### src/rtl/crc_ram.sv
// Generic single-write, single-read RAM with registered read data.
module crc_ram #(
	parameter int WIDTH = 8,
	parameter int DEPTH = 256
) (
	input  logic                     clk,
	input  logic                     we,
	input  logic [$clog2(DEPTH)-1:0] waddr,
	input  logic [WIDTH-1:0]         wdata,
	input  logic [$clog2(DEPTH)-1:0] raddr,
	output logic [WIDTH-1:0]         rdata
);

	logic [WIDTH-1:0] mem_q [DEPTH];
	logic [WIDTH-1:0] rdata_q;

	always_ff @(posedge clk) begin
		if (we) begin
			mem_q[waddr] <= wdata;
		end
	end

	always_ff @(posedge clk) begin
		rdata_q <= mem_q[raddr];
	end

	assign rdata = rdata_q;

endmodule

### config.mk
export PLATFORM = sky130hd
export DESIGN_NAME = crc_ram
export DESIGN_NICKNAME = d
export VERILOG_FILES = /design/src/rtl/crc_ram.sv
export SDC_FILE = /design/constraint.sdc
export NUM_CORES = 2
export LEC_CHECK = 0
export ABC_AREA = 1
export BUFFER_PORTS_ARGS = -buffer_cell sky130_fd_sc_hd__buf_4
export CAP_MARGIN = 40
export CORE_ASPECT_RATIO = 0.6
export CORE_MARGIN = 2
export CORE_UTILIZATION = 40
export CTS_CLUSTER_DIAMETER = 120
export DETAILED_ROUTE_END_ITERATION = 7
export MAX_ROUTING_LAYER = met4
export PLACE_DENSITY_LB_ADDON = 0.05
export SLEW_MARGIN = 15
export SYNTH_ARGS = -nofsm -noshare
export SYNTH_HDL_FRONTEND = slang
export SYNTH_SLANG_ARGS = --single-unit
export TNS_END_PERCENT = 1
### constraint.sdc
create_clock -name clk -period 2.5 [get_ports clk]
set_clock_uncertainty 0.2 [all_clocks]
set_input_delay 0.25 -clock clk [delete_from_list [all_inputs] [get_ports clk]]
set_output_delay 0.25 -clock clk [all_outputs]
set_load 0.02 [all_outputs]
Word level (Yosys, flattened, before mapping):

Memories as Yosys holds them, arrays and structs flattened. A register that Yosys moved wholly into a read port is not among the register bits.
Index checks and enable logic that the tools add are counted.

* output and inout bits: 8
* word-level logic and storage cells: 3
* flip-flop bits (word level): 0
* bits in writable memories: 2048
* memories kept: 1
* input port bits: 26

* multiplexer cells: 2

Memories
* mem_q: words 256, width 8, rd ports 1, clocked after Yosys merged registers in 1, write ports 1, RTL line 14 `logic [WIDTH-1:0] mem_q [DEPTH];`

Operators by type and width (count)
* $mux 1: 2

Depth between registers and ports, before layout:

* depth in word-level cells: 2
* mapped depth: 15
* depth with buffers taken out: 11

Least setup slack after synthesis:

OpenSTA, ideal clock, no wires.

* path type: input -> register
* start: in we
* end: mem mem_q[162][0], enable pin
* stages: 4
* path buffers: 2
* library setup time: 0.370 ns
* data arrival time: 1.371 ns
* data required time: 1.930 ns
* slack: 0.559 ns
* path through: clkbuf_1 nand3_1 clkbuf_1 nor2_1

* word-level cells in the longest chain between the ends: 2

Ends and longest elaborated chain
* from (decl): RTL line 7 `input logic we,`
* $mux 1: RTL line 18 `if (we) begin`
* $mux 1 (implied by the code): RTL line 19 `mem_q[waddr] <= wdata;`
* to (decl): RTL line 14

Every way passes these cells.

Worst setup path after layout:

* start: in waddr[3]
* end: mem mem_q[131][0], enable pin

RTL lines
* from (decl): RTL line 8 `input logic [$clog2(DEPTH)-1:0] waddr,`

Straight into the memory's write port.

==> impl_results.md <==
* Global-route usage over all layers at a little over a quarter
* Clk sinks at 2,056
* Setup Fix Bufs, Post-CTS at 0
* Final slew viol count at 0
* PwrDens at approximately 740 nW/um^2
* Gate Count Post-Synth at approximately 7k
* Xor and xnor area share after synthesis at 0%
* Grt met1 use at between 40% and 50%
* Synth top area cells: edfxtp_1 (74%), nand3_1 (12%), nand2_1 (9.6%)
* Setup ws final at 87.6 ps
* Final WL at 275,000 microns
* Final-report setup violation count at 0
* Die height at 358 microns
* Met3 Use GR at 4.45%
* Worst-Skew Late Latency at ~860 ps
* WS Path Type: in -> reg
* List of most frequent post-synthesis cells: nand2_1 (2,123), edfxtp_1 (2,048), nand3_1 (2,019)
* CTS tree: built
* DRT iter0 DRCs at 7,718
* Clk root buf: clkbuf_16
* Final ANT Viol Nets at 0
* Hold Path Cell Cnt at 4
* Area post-placement at 91,700 sq um
* M2 GR Usage at between 30% and 40%
* Reg2reg end: rdata[7]$_DFF_P_
* Fraction of registers with async set or reset after synthesis at 0%
* Synth top area share at 73.7%
* H-Tree Level Count at 4
* Final-stage net count at 7,507
* Worst setup SP type: input port
* Crit-path slowest cell: dlygate4sd3_1
* RSZ-0062 raised after global routing: no
* Relative max-transition margin at slightly below 50%
* CTS clk-pin slew, worst paths at roughly 60 ps
* Final worst path period share at 96.5%
* Largest delay share family, worst path: buffers and inverters
* #FFs+latches synth at 2,056
* Final Wtd Congestion at 0.885
* Non-Filler Cell Area, Final at 97,800 sq um
* Fmax at 415 MHz
* Min cycle time layout at between 2000 and 2500 ps
* Leakage at approximately 35 nW
* Min-delay src: we
* Pwr Total at a little over 70 mW
* Yosys warnings at 0
* Die area at 212,000 sq um
* Endpoint type of the worst setup path: register
* Row count at 129
* Worst r2r src: mem_q[108][7]$_DFFE_PP_
* Worst vdd ir at 556 uV
* Largest family of logic cells by synthesized area: simple AND/OR/NAND/NOR gates
* CTS buffer count at 200
* Vias/cell at approximately 5.5
* Compound-Gate Fraction of Synth Area at 0%
* Flop2flop setup slack at 270 ps
* First-pass GRT wire length at around 400,000 microns
* WP buf/inv at 6
* IO Count at 34
* Cell area after synthesis at 83,400 sq um
* Most numerous cell in the Yosys netlist: nand2_1
* Syn nets at 7,029
* WP data arrival at 2750 ps
* Syn-to-layout area delta at 17.3%
* Vias in the first global route at about 54k
* Largest net degree at the start of global routing at 88
* Worst-path fanout max at 8
* Sequential element share of the synthesized area at around 74%
* Critical Path RT at roughly 2800 ps
* Initial cell density of the core at 40.4%
* Synth Area in Adders at 0%
* Outcome: finished, final reports clean
* Simple logic cell fraction of the synthesized area at 22.9%
* Antenna violations before repair at 16
* Setup TNS at 0 ps
* GR peak layer: met1
* Final Hold Viols at 0
* CP peak stage delay at 550 ps
* Multiplexer share of the synthesized area at 0%
* Residual DRC at 0
* Ys flop type: edfxtp_1
* Cells along the critical path: dlygate4sd3_1 > buf_4 > nor2_1 > dlygate4sd3_1 > inv_1 > nor2_1 > nand2_4 > buf_12 > nor2_1 > buf_4
* Post-DP HPWL at 174,000 microns
* Synth Area per Inst at between 10 and 15 sq um
* Post-synth cell types at 14
* MaxCap Viol Count at 0
* Worst hold endpoint: mem_q[183][3]$_DFFE_PP_
* Clock Tree Buf Depth at 4
* Die Width at between 500 and 600 microns
* Largest area contributor in the netlist: edfxtp_1
* Pre-CTS setup slack at -379 ps
* Worst reg2reg path depth at 10
* 1st-pass router iterations at 6
* IO buf count at 33
* Grt total ovfl at 0
* Most used cell, CP: nor2_1
* Worst Hold Class: in -> reg
* Via count at 57.3k
* Core Box Area at 207,000 sq um
* EDFF count, synth at between 2k and 2.5k
* Least-Margin Pin Slew at 772 ps
* Share of cells above drive strength 1 at 13.2%
* Wirelength per Cell at 26.4 microns
[per-layer routing]
metal  part of all wire, %  vias to the layer above
li1                      -                    25829
met1                    49                    28717
met2                    40                     2430
met3                   9.1                      331
met4                   1.7                        0
met5                     0                        -
[worst register-to-register path, stage by stage, from the launching register on]
cell	delay, ps
edfxtp_1	330
nand2_1	50
nand3_1	70
nand3_1	100
nand3_1	140
nand3_1	300
nand3_1	220
nand3_1	310
nand2_1	240
nand2_1	110
nand2_1	90
[metrics by stage]
stage               util (%)  instances  hold WS (ps)
CTS                     47.3      10382          10.4
global placement        44.4      10016           339
global route            47.3      10385          68.0
finish                  47.3      10387          91.9
detailed placement      44.4      10016           343
floorplan                  -       7003           149
[final cells by class]
type / count / area [sq um]
Inverter: 39 / 183
Antenna cell: 5 / 12.5
Sequential cell: 2056 / 61700
Fill cell: 18748 / 109000
Clock inverter: 92 / 596
Tap cell: 2751 / 3440
Multi-Input combinational cell: 4425 / 19200
Timing Repair Buffer: 759 / 7400
Clock buffer: 260 / 5340
[worst max path at each step]
stage                     startpoint                       to  slack, ps  cells after the start
after floorplan                   we  mem_q[162][0]$_DFFE_PP_        560                      4
after global placement      raddr[0]         rdata[7]$_DFF_P_       -430                     15
after detailed placement    raddr[0]         rdata[7]$_DFF_P_       -380                     15
after CTS                   waddr[3]  mem_q[131][5]$_DFFE_PP_         80                     10
after global routing        waddr[3]  mem_q[193][2]$_DFFE_PP_        100                      9
final                       waddr[3]  mem_q[131][0]$_DFFE_PP_         90                     10
[state kept, by name, indices dropped and copies added, names as in the netlist]
name and flops:
rdata 8, mem_q 2048
[cells by family after synthesis]
group	Yosys count
flops	2056
simple gates	4425
buf+inv	522
[power breakdown]
group / switching, mW / internal (mW) / total [mW]
combinational: 3.80 / 1.54 / 5.34
clock: 13.1 / 15.8 / 28.8
sequential: 0.0404 / 38.0 / 38.0
total: 16.9 / 55.3 / 72.2
[timing repair]
action,4_1_cts,5_1_grt
hold buffers,14,0
endpoints found under the setup margin,0,61
hold endpoints to repair,1915,0
resized for setup,0,2
[cells in the final DEF (no fill, tap or decap), drive strengths merged]
cell	synthesis	final
nor2	283	283
clkinvlp	0	1
edfxtp	2048	2048
nand3	2019	2019
clkinv	0	82
inv	39	40
buf	371	745
diode	0	5
dlygate4sd3	0	14
dfxtp	8	8
clkbuf	112	260
bufinv	0	8
nand2	2123	2123
(Power assumes the default switching activity.)
