## config.mk

```make
export PLATFORM = sky130hd
export DESIGN_NAME = crc_sqr
export DESIGN_NICKNAME = d
export VERILOG_FILES = /design/src/rtl/crc_pkg.sv /design/src/rtl/crc_sqr.sv
export SDC_FILE = /design/constraint.sdc
export NUM_CORES = 1
export LEC_CHECK = 0
export BUFFER_PORTS_ARGS = -buffer_cell sky130_fd_sc_hd__buf_2
export CAP_MARGIN = 15
export CORE_MARGIN = 2
export CORE_UTILIZATION = 50
export CTS_BUF_LIST = sky130_fd_sc_hd__clkbuf_8
export DETAILED_ROUTE_END_ITERATION = 6
export GPL_ROUTABILITY_DRIVEN = 0
export PLACE_DENSITY = 0.7
export RECOVER_POWER = 25
export REMOVE_ABC_BUFFERS = 1
export SETUP_SLACK_MARGIN = 0.15
export SYNTH_ARGS = -nofsm -noshare
export SYNTH_HDL_FRONTEND = slang
export SYNTH_SLANG_ARGS = --single-unit
export TNS_END_PERCENT = 10
```

## constraint.sdc

```tcl
create_clock -name clk -period 9.8 [get_ports clk]
set_input_delay 1.47 -clock clk [delete_from_list [all_inputs] [get_ports clk]]
set_output_delay 1.47 -clock clk [all_outputs]
set_load 0.01 [all_outputs]
```

## src/rtl/crc_pkg.sv

```systemverilog
// Shared constants, codes and types of the circle raster canvas.
package crc_pkg;

	localparam int MAX_WIDTH  = 512;
	localparam int MAX_HEIGHT = 512;
	localparam int FRAC_BITS  = 8;

	localparam int FIELD_W    = 20;
	localparam int CHAR_W     = 8;
	localparam int DIM_W      = 10;
	localparam int MODE_W     = 2;
	localparam int RC_W       = 9;
	localparam int CFG_IDX_W  = 2;
	localparam int CFG_DATA_W = 10;

	localparam int COL_W     = $clog2(MAX_WIDTH);
	localparam int ROW_W     = $clog2(MAX_HEIGHT);
	localparam int ADDR_W    = ROW_W + COL_W;
	localparam int RAM_DEPTH = 2 ** ADDR_W;

	// Squarer operand sizing: the larger of a pixel position and a field, plus a sign.
	localparam int POS_W  = ((ROW_W > COL_W) ? ROW_W : COL_W) + FRAC_BITS;
	localparam int SQ_W   = ((FIELD_W > POS_W) ? FIELD_W : POS_W) + 1;
	localparam int DIFF_W = SQ_W + 1;
	localparam int PROD_W = 2 * SQ_W;
	localparam int DIST_W = PROD_W + 1;

	localparam logic [DIFF_W-1:0] FIX_ONE = DIFF_W'(1) << FRAC_BITS;

	// Input tdata layout, lowest field first.
	localparam int CX_LSB    = 0;
	localparam int CY_LSB    = CX_LSB + FIELD_W;
	localparam int R_LSB     = CY_LSB + FIELD_W;
	localparam int CH_LSB    = R_LSB + FIELD_W;
	localparam int ROW_LSB   = CH_LSB + CHAR_W;
	localparam int COL_LSB   = ROW_LSB + RC_W;
	localparam int IN_BITS   = COL_LSB + RC_W;
	localparam int S_TDATA_W = ((IN_BITS + 7) / 8) * 8;
	localparam int M_TDATA_W = ((CHAR_W + 7) / 8) * 8;

	localparam logic [CHAR_W-1:0] NEWLINE_CHAR = CHAR_W'(10);
	localparam logic [CHAR_W-1:0] RESET_BG     = CHAR_W'(32);
	localparam logic [DIM_W-1:0]  RESET_DIM    = DIM_W'(300);

	typedef enum logic [MODE_W-1:0] {
		MODE_OUTLINE,
		MODE_FILL,
		MODE_READ,
		MODE_CLEAR
	} mode_t;

	typedef enum logic [CFG_IDX_W-1:0] {
		REG_WIDTH,
		REG_HEIGHT,
		REG_BG
	} cfg_reg_t;

	// Operands of the shared squarer: it returns (a - b) squared.
	typedef struct packed {
		logic signed [DIFF_W-1:0] a;
		logic signed [DIFF_W-1:0] b;
	} sq_req_t;

endpackage

```

## src/rtl/crc_sqr.sv

```systemverilog
// Shared difference-and-square unit with a registered product.
module crc_sqr (
	input  logic                        clk,
	input  crc_pkg::sq_req_t            req,
	output logic [crc_pkg::PROD_W-1:0]  prod
);

	logic signed [crc_pkg::DIFF_W-1:0] diff;
	logic [crc_pkg::SQ_W-1:0]          mag;
	logic [crc_pkg::PROD_W-1:0]        prod_q;

	always_comb begin
		diff = $signed(req.a) - $signed(req.b);
		mag  = diff[crc_pkg::DIFF_W-1] ? crc_pkg::SQ_W'(-diff) : crc_pkg::SQ_W'(diff);
	end

	always_ff @(posedge clk) begin
		prod_q <= crc_pkg::PROD_W'(mag) * crc_pkg::PROD_W'(mag);
	end

	assign prod = prod_q;

endmodule

```

======== Yosys cells after proc, flatten, opt, wreduce, memory -nomap -nowiden ========
Index checks and enable logic that the tools add are counted.
operators by class
  add/sub/neg operators ................... 2
  multipliers ............................. 1
  muxes and demuxes ....................... 1
operators by type and width
  cell                          number
  multiplier 21 x 21 -> 42 bit  1
  subtractor 22 bit             1
  2-to-1 mux 21 bit             1
  negation 21 bit               1
storage, ports and cells
  register bits after elaboration ......... 42
  input bits .............................. 45
  output and inout port bits .............. 42

======== Depth between registers and ports, before layout ========
Gate-level depths: netlist of the first run.
  word-level depth ........................ 4
  mapped depth ............................ 39
  gate-level depth less buffers ........... 38

======== Worst setup path after synthesis of the first run ========
OpenSTA, ideal clock, no wires.
  path type ............................... in2reg
  start point ............................. input port req[22] in the netlist's numbering
  end point ............................... register prod_q (netlist bit prod[38])
  setup time .............................. 0.136 ns
  data arrival time ....................... 10.272 ns
  setup slack ............................. -0.608 ns
  stages on the path ...................... 39
  path through ............................ inv_1 -> ha_1 -> inv_1 -> fa_1 -> a21o_1 -> a22oi_2 -> a211oi_2 -> or3_1 -> and2_4 -> or3_4 -> nor3_1 -> o21ai_0 -> and2_1 -> inv_1 -> buf_2 -> nand2_1 -> fa_1 -> inv_1 -> (+3 left out) -> inv_1 -> fa_1 -> fa_1 -> fa_1 -> inv_1 -> fa_1 -> inv_1 -> ha_1 -> a21o_1 -> a21o_1 -> a211oi_1 -> o21bai_1 -> a21o_1 -> a21oi_1 -> a21boi_0 -> o21ai_0 -> mux2i_1 -> o2111ai_1
between the ends
  longest elaborated chain between the ends .. 4
RTL lines
  what                              line           RTL
  start: declaration                crc_sqr.sv:4   input crc_pkg::sq_req_t req,
  subtractor 22 bit (*)             crc_sqr.sv:13  diff = $signed(req.a) - $signed(req.b);
  negation 21 bit                   crc_sqr.sv:14  mag = diff[crc_pkg::DIFF_W-1] ? crc_pkg::SQ_W'(-diff) : crc_pkg::SQ_W'(diff);
  2-to-1 mux 21 bit (*)             crc_sqr.sv:14
  multiplier 21 x 21 -> 42 bit (*)  crc_sqr.sv:18  prod_q <= crc_pkg::PROD_W'(mag) * crc_pkg::PROD_W'(mag);
  end signal: assignment            crc_sqr.sv:18
  end: declaration                  crc_sqr.sv:10  logic [crc_pkg::PROD_W-1:0] prod_q;
Every way passes the cells marked *; elsewhere a longest branch is shown, timed or not.

======== Worst setup path after layout of the first run ========
  start point ............................. input port req[6] in the netlist's numbering
  end point ............................... register prod_q (netlist bit prod[38])
Same word-level chain as after synthesis.

==> results of run 1 <==
## through the flow
stage / util / setup WS [ns]
2_1_floorplan: - / -0.983
3_3_place_gp: 0.617 / -0.798
3_5_place_dp: 0.617 / -1.08
4_1_cts: 0.636 / -0.179
5_1_grt: 0.641 / -0.605
6_report: 0.641 / -0.222
## metal layers
layer / vias to the layer above / global-route usage / routed length, um
met1: 6396 / 0.308 / 14600
met5: - / 0 / 0
li1: 5959 / - / -
met4: 0 / 0.152 / 2480
met2: 434 / 0.523 / 21300
met3: 182 / 0.0380 / 2370
## worst max-delay path, delay by kind of cell
family,cells,cell delay [ns]
AO/OA/AOI/OAI,6,1.48
XOR/XNOR,1,0.17
adder cells (fa/ha/maj),9,4.05
buffers and inverters,12,1.21
multiplexers,1,0.16
AND/OR/NAND/NOR,9,1.62
## layout make-up
cell class,instances,area share
well taps,390,0.0258
inverters,398,0.0792
repair buffers,453,0.169
clock buffers,5,0.00363
flip-flops and latches,41,0.0433
multi-input cells,1187,0.676
clock inverters,3,0.00363
## cells in the mapped netlist (14+ instances only)
master and count:
o21ai_0 25, inv_1 394, a21o_1 33, buf_2 16
fa_1 312, ha_1 170, nor2_1 170, dfxtp_1 41
nor3_1 14, nand2_1 160, xnor2_1 45, a21oi_1 50
xor2_1 29, clkbuf_1 31
## cells by family (layout without fill, tap and decap cells)
| logic type | count (synthesis) | in the layout | synth area share |
|---|---|---|---|
| adders and majority gates | 482 | 482 | 0.561 |
| buffers and inverters | 450 | 859 | 0.116 |
| and+or+nand+nor | 425 | 425 | 0.124 |
| AOI/OAI and AO/OA | 198 | 198 | 0.0935 |
| xor gates and xnor gates | 76 | 76 | 0.0468 |
| DFF | 41 | 41 | 0.0550 |
| muxes | 5 | 5 | 0.00352 |
| other | 1 | 1 | 0.000251 |
## how the worst min path moves through the flow
| stage | endpoint | slack (ns) | cells past startpoint |
|---|---|---|---|
| 6_report | prod[3] | 1.92 | 5 |
| 5_1_grt | prod[3] | 1.95 | 5 |
| 4_1_cts | prod[3] | 1.91 | 5 |
| 3_5_place_dp | prod[30] | 1.86 | 1 |
| 3_3_place_gp | prod[12] | 1.86 | 1 |
| 2_1_floorplan | prod[0] | 1.77 | 0 |
## repair_timing
action | 4_1_cts | 5_1_grt
buffers inserted | 12 | 7
hold buffers | 0 | 0
endpoints found under the setup margin | 23 | 25
hold endpoints to repair | 0 | 0
resized for setup | 69 | 29
pin swaps | 29 | 33
==> impl_metrics.toml, run 1 <==
[floorplan]
core_sq_um = 29600
start_util = 0.505
die_w_um = 177
io_pins = 87
die_y_um = 177
die-area_sq_um = 31300
row_count = 63

[critical_path]
cpMostUsedCell = "fa_1"
path_max_fanout = 8
critPathCaptureType = "register"
cp-endpoint = "prod[38]"
required_ns = 9.99
worstSetupStartpoint = "req[6]"
cp_data_arrival_time_ns = 10.22
critPathMaxStageDelay_ns = 0.52
worst_setup_path_start_kind = "input port"
worstSetupPathType = "input port to register"
cpMaxStageDelayCell = "fa_1"

[place]
place.port_buffers = 85
dp.cells = 2450
dp_hpwl_mm = 34.8
placed_area_sq_um = 18200

[sta]
max_slew_margin = 0.598
worst_pin_slew_ns = 0.603
fin_crit_sh = 1.02
fin_crit_ns = 10.02
hold_viol_final = 0
maxSlewViolCount = 0
clock.fmax_ghz = 0.0998
finalSetupViolCount = 12
fin_setup_tns_ns = -1.43
rsz0062_at_grt = "true"
hold_ws_ns = 1.92
final.setup.worst_slack_ns = -0.222

[global_route]
grt_pass1_wl_mm = 69.2
grt_start_max_net_pins = 16
globalRouteTotalUtil = 0.281
first_global_vias = 14800
overflow = 0
antenna_found_initial = 0

[yosys]
async_reset_ff_frac = 0
synthTopCellsByArea = "fa_1 42%, ha_1 14%, inv_1 9.9%"
synth_top_area_cell = "fa_1"
yosysSeqAreaShare = 0.0550
syn_avg_cell_area_sq_um = 8.90
synthDistinctLibCells = 76
ys_seq_elements = 41
synth_top_area_frac = 0.418
yosys_warnings = 0
ys.flop_type = "dfxtp_1"
synth-edff-count = 0
synthCells = 1678
syn_area_sq_um = 14900

[outcome]
status = "finished with violations"
violations = "negative setup slack"

[drt]
firstDrtPassIters = 5
wl_per_cell_um = 16.5
drt_iter0_drc = 791
drc = 0
ant_nets = 0
vias = 13000
drt-total-wl_mm = 40.8
via_per_inst = 5.24

[worst_hold_path]
hp-start = "req[0]"
hp-class = "input port to register"

[layout]
stdcell_count = 2477
final_cell_mix = "387 x inv_1, 364 x buf_4, 308 x fa_1"
final_common_cell = "inv_1"
multi_input_area_sq_um = 12800
syn2layout_area_growth_pct = 26.8
regArea_sq_um = 821
fin_area_sq_um = 18900
diodes = 0
nNetsFinal = 2613
drive_gt1_frac = 0.261
fillers = 2417
largest_register_ffs = 41

[run]
maxCapViolations = 0

[cts]
h-tree-depth = 2
cts_buffers = 5
cts.path.max_buffers = 2
cts_tree = "built"
cts_sinks = 41
cts_root_buf = "clkbuf_8"
clk_pin_slew_ns = 0.12
Power of run 1 is not shown: default switching activity piles up to over one toggle a cycle in this logic, so the estimate is an artifact.
==> run 2, diff against run 1 <==
--- a/config.mk
+++ b/config.mk
@@ -10,5 +10,6 @@
 export CORE_MARGIN = 2
 export CORE_UTILIZATION = 50
-export CTS_BUF_LIST = sky130_fd_sc_hd__clkbuf_8
+export CTS_BUF_LIST = sky130_fd_sc_hd__clkbuf_4 sky130_fd_sc_hd__clkbuf_8
+export CTS_CLUSTER_SIZE = 12
 export DETAILED_ROUTE_END_ITERATION = 6
 export GPL_ROUTABILITY_DRIVEN = 0
==> constraint.sdc (replaced) <==
create_clock -name clk -period 9.8 [get_ports clk]
set_input_delay 1.47 -clock clk [delete_from_list [all_inputs] [get_ports clk]]
set_output_delay 1.47 -clock clk [all_outputs]
set_load 0.005 [all_outputs]
==> run 2 against run 1 <==
Against the previous run:
- the run still ends with negative setup slack left
- critical path depth did not move
- largest cell class unchanged
- maximum frequency barely moved
- design area barely moved
- first-iteration DRC count fell by 0.13%
- global-route usage did not move
- via count barely moved
==> impl_metrics.toml, run 2 (same netlist as run 1, synthesis figures left out) <==
[outcome]
violations = "negative setup slack"
status = "finished with violations"

[floorplan]
core_sq_um = 29600
die_y_um = 177
die_w_um = 177
io_pins = 87
die-area_sq_um = 31300
start_util = 0.505
row_count = 63

[sta]
final.setup.worst_slack_ns = -0.221
finalSetupViolCount = 12
fin_crit_ns = 10.02
maxSlewViolCount = 0
clock.fmax_ghz = 0.0998
worst_pin_slew_ns = 0.603
hold_viol_final = 0
max_slew_margin = 0.598
rsz0062_at_grt = "true"
fin_crit_sh = 1.02

[drt]
firstDrtPassIters = 5
drc = 0
via_per_inst = 5.24
vias = 13000
ant_nets = 0
drt-total-wl_mm = 40.7
wl_per_cell_um = 16.5
drt_iter0_drc = 790

[critical_path]
cp-endpoint = "prod[38]"
cpMaxStageDelayCell = "fa_1"
worst_setup_path_start_kind = "input port"
critPathMaxStageDelay_ns = 0.52
cpLargestDelayFamily = "adder cells"
cpMostUsedCell = "fa_1"
crit_cells = 38
crit_buf_inv = 12
critPathCaptureType = "register"
path_max_fanout = 8
required_ns = 9.99
cp_data_arrival_time_ns = 10.21
worstSetupPathType = "input port to register"
worstSetupStartpoint = "req[6]"

[cts]
cts_root_buf = "clkbuf_8"
cts_buffers = 5
h-tree-depth = 2
clk_pin_slew_ns = 0.12
cts.path.max_buffers = 2
cts_tree = "built"
cts_sinks = 41

[worst_hold_path]
hold_depth = 5
hp-class = "input port to register"

[global_route]
grt_start_max_net_pins = 16
globalRouteTotalUtil = 0.281
first_global_vias = 14800
grt_pass1_wl_mm = 69.2
antenna_found_initial = 0
overflow = 0

[run]
maxCapViolations = 0

[layout]
fin_area_sq_um = 18900
final_util = 0.641
drive_gt1_frac = 0.265
syn2layout_area_growth_pct = 26.9
final_cell_mix = "387 x inv_1, 364 x buf_4, 308 x fa_1"
diodes = 0
largest_register_ffs = 41
nNetsFinal = 2613
final_common_cell = "inv_1"

[place]
placed_area_sq_um = 18200
place.port_buffers = 85
dp_hpwl_mm = 34.8
place_ws_ns = -1.08
[run 2: cell types whose count changed in the layout (fill, tap and decap cells not counted)]
cell and delta:
clkbuf_1 -11, buf_1 +1, buf_2 +10
[run 2: routing by layer]
metal,share of wire,GRT usage,up-vias
met4,0.061,0.152,0
met5,0,0,-
met1,0.36,0.308,6395
li1,-,-,5962
met3,0.058,0.0380,183
met2,0.52,0.523,436
[run 2: layout make-up]
| cell class | count | area, sq um |
|---|---|---|
| inverter | 398 | 1500 |
| tap | 390 | 488 |
| fill | 2412 | 10600 |
| clock inverter | 3 | 68.8 |
| clock buffer | 5 | 68.8 |
| timing repair buffer | 453 | 3210 |
| multi-input combinational | 1187 | 12800 |
| sequential | 41 | 821 |
[run 2: worst min path at each step]
stage,startpoint,to,slack (ns)
after floorplan,prod[0],prod[0],1.75
after global placement,prod[12],prod[12],1.85
after detailed placement,prod[30],prod[30],1.85
after CTS,req[0],prod[3],1.91
after global routing,req[0],prod[3],1.95
final,req[0],prod[3],1.92
[run 2: timing repair]
item                                    in CTS  in global routing
gates resized for setup                     69                 29
pin swaps                                   29                 33
hold buffers                                 0                  0
endpoints found under the setup margin      23                 25
endpoints found under the hold margin        0                  0
buffers inserted                            12                  7
[run 2: per-stage QoR]
stage / hold slack, ns / setup TNS (ns) / std cells
final: 1.92 / -1.42 / 2477
after global routing: 1.95 / -7.41 / 2477
after CTS: 1.91 / -0.851 / 2470
after detailed placement: 1.85 / -16.68 / 2450
after global placement: 1.85 / -10.21 / 2450
after floorplan: 1.75 / -14.08 / 1626
[run 2: worst min-delay path, delay by kind of cell]
family | cells | cell delay, ns
buf+inv | 2 | 0.31
fa+ha+maj | 2 | 0.33
simple gates | 1 | 0.13
Power of run 2 is left out for the same reason.
==> run 3, diff against run 2 <==
Clock period 9.8 ns to 8.4 ns, I/O delays scaled along.
==> run 3 against run 2 <==
Against the previous run:
- the flow still finishes with violations (negative setup slack)
- sequential share of layout area shrank 0.14 points
- global-route usage decreased by 0.19 points
- worst setup slack lost 1.2 ns
- design area increased by 3.3%
- critical path depth fell by 1
- cell count up 1.9%
- non-clock buffer count is 46 higher
- die area unchanged
==> impl_metrics.toml, run 3 (same netlist as run 1, synthesis figures left out) <==
[outcome]
status = "finished with violations"
violations = "negative setup slack"

[global_route]
antenna_found_initial = 0
grt_pass1_wl_mm = 68.6
overflow = 0
first_global_vias = 14700
globalRouteTotalUtil = 0.279
grt_start_max_net_pins = 16

[cts]
cts_tree = "built"
cts_buffers = 5
cts_sinks = 41
clk_pin_slew_ns = 0.10
cts.path.max_buffers = 2
h-tree-depth = 2
cts_root_buf = "clkbuf_8"
holdBufCountCts = 0

[layout]
multi_input_area_sq_um = 13000
drive_gt1_frac = 0.301
final_cell_mix = "400 x buf_4, 381 x inv_1, 306 x fa_1"
final_common_cell = "buf_4"
regArea_sq_um = 821
fillers = 2292
largest_register_ffs = 41
diodes = 0
nNetsFinal = 2660
syn2layout_area_growth_pct = 31.1

[floorplan]
die_y_um = 177
die_w_um = 177
core_sq_um = 29600
start_util = 0.505
row_count = 63
io_pins = 87
die-area_sq_um = 31300

[place]
place.port_buffers = 85
dp_hpwl_mm = 34.9
place_ws_ns = -2.32

[sta]
finalSetupViolCount = 28
fin_crit_sh = 1.17
final.setup.worst_slack_ns = -1.42
rsz0062_at_grt = "true"
hold_viol_final = 0
maxSlewViolCount = 0
clock.fmax_ghz = 0.102
fin_crit_ns = 9.82

[worst_hold_path]
hp-class = "input port to register"
hold_depth = 5

[drt]
ant_nets = 0
wl_per_cell_um = 16.4
drt-total-wl_mm = 41.4
via_per_inst = 5.23
drc = 0
vias = 13200
drt_iter0_drc = 733
firstDrtPassIters = 5

[critical_path]
critPathMaxStageDelay_ns = 0.59
path_max_fanout = 3
cpMaxStageDelayCell = "fa_1"
required_ns = 8.62
cp_data_arrival_time_ns = 10.04
worst_setup_path_start_kind = "input port"
worstSetupPathType = "input port to register"
critPathCaptureType = "register"

[run]
maxCapViolations = 0
[run 3: final cells by class]
type                    count  share of cell area
multi-input cells        1188               0.665
repair buffers            499               0.184
inverters                 398              0.0769
flip-flops and latches     41              0.0419
well taps                 390              0.0249
clock buffers               5             0.00351
clock inverters             3             0.00351
[run 3: metrics by stage]
stage	cells	instance area (sq um)	hold slack (ns)	setup TNS (ns)	util
after global routing	2524	19600	1.73	-37.04	0.662
after detailed placement	2482	18500	1.64	-48.74	0.625
final	2524	19600	1.72	-27.32	0.662
after CTS	2505	19100	1.71	-26.68	0.646
after floorplan	1626	14700	1.54	-47.98	-
after global placement	2482	18500	1.64	-42.18	0.625
[run 3: path summary, 6_finish.rpt]
kind | from | to | slack, ns
max | req[22] | prod[41] | -1.42
min | req[0] | prod[3] | 1.72
[run 3: timing repair]
item,4_1_cts,5_1_grt
pin swaps,51,53
setup buffers,15,18
setup endpoints to repair,31,32
resized for setup,86,80
gates cloned,0,1
hold endpoints to repair,0,0
[run 3: metal layers]
layer,up-vias,track usage,wire length (um)
met4,0,0.145,2410
met3,170,0.0346,2080
met1,6506,0.303,15000
met5,-,0,0
li1,6064,-,-
met2,450,0.528,22000
[run 3: critical path, delay by kind of cell]
| kind | cells | cell delay [ns] |
|---|---|---|
| buf+inv | 9 | 0.82 |
| simple gates | 6 | 1.03 |
| fa+ha+maj | 10 | 4.14 |
| xor+xnor | 2 | 0.44 |
| compound gates | 10 | 2.32 |
Power of run 3 is left out for the same reason.
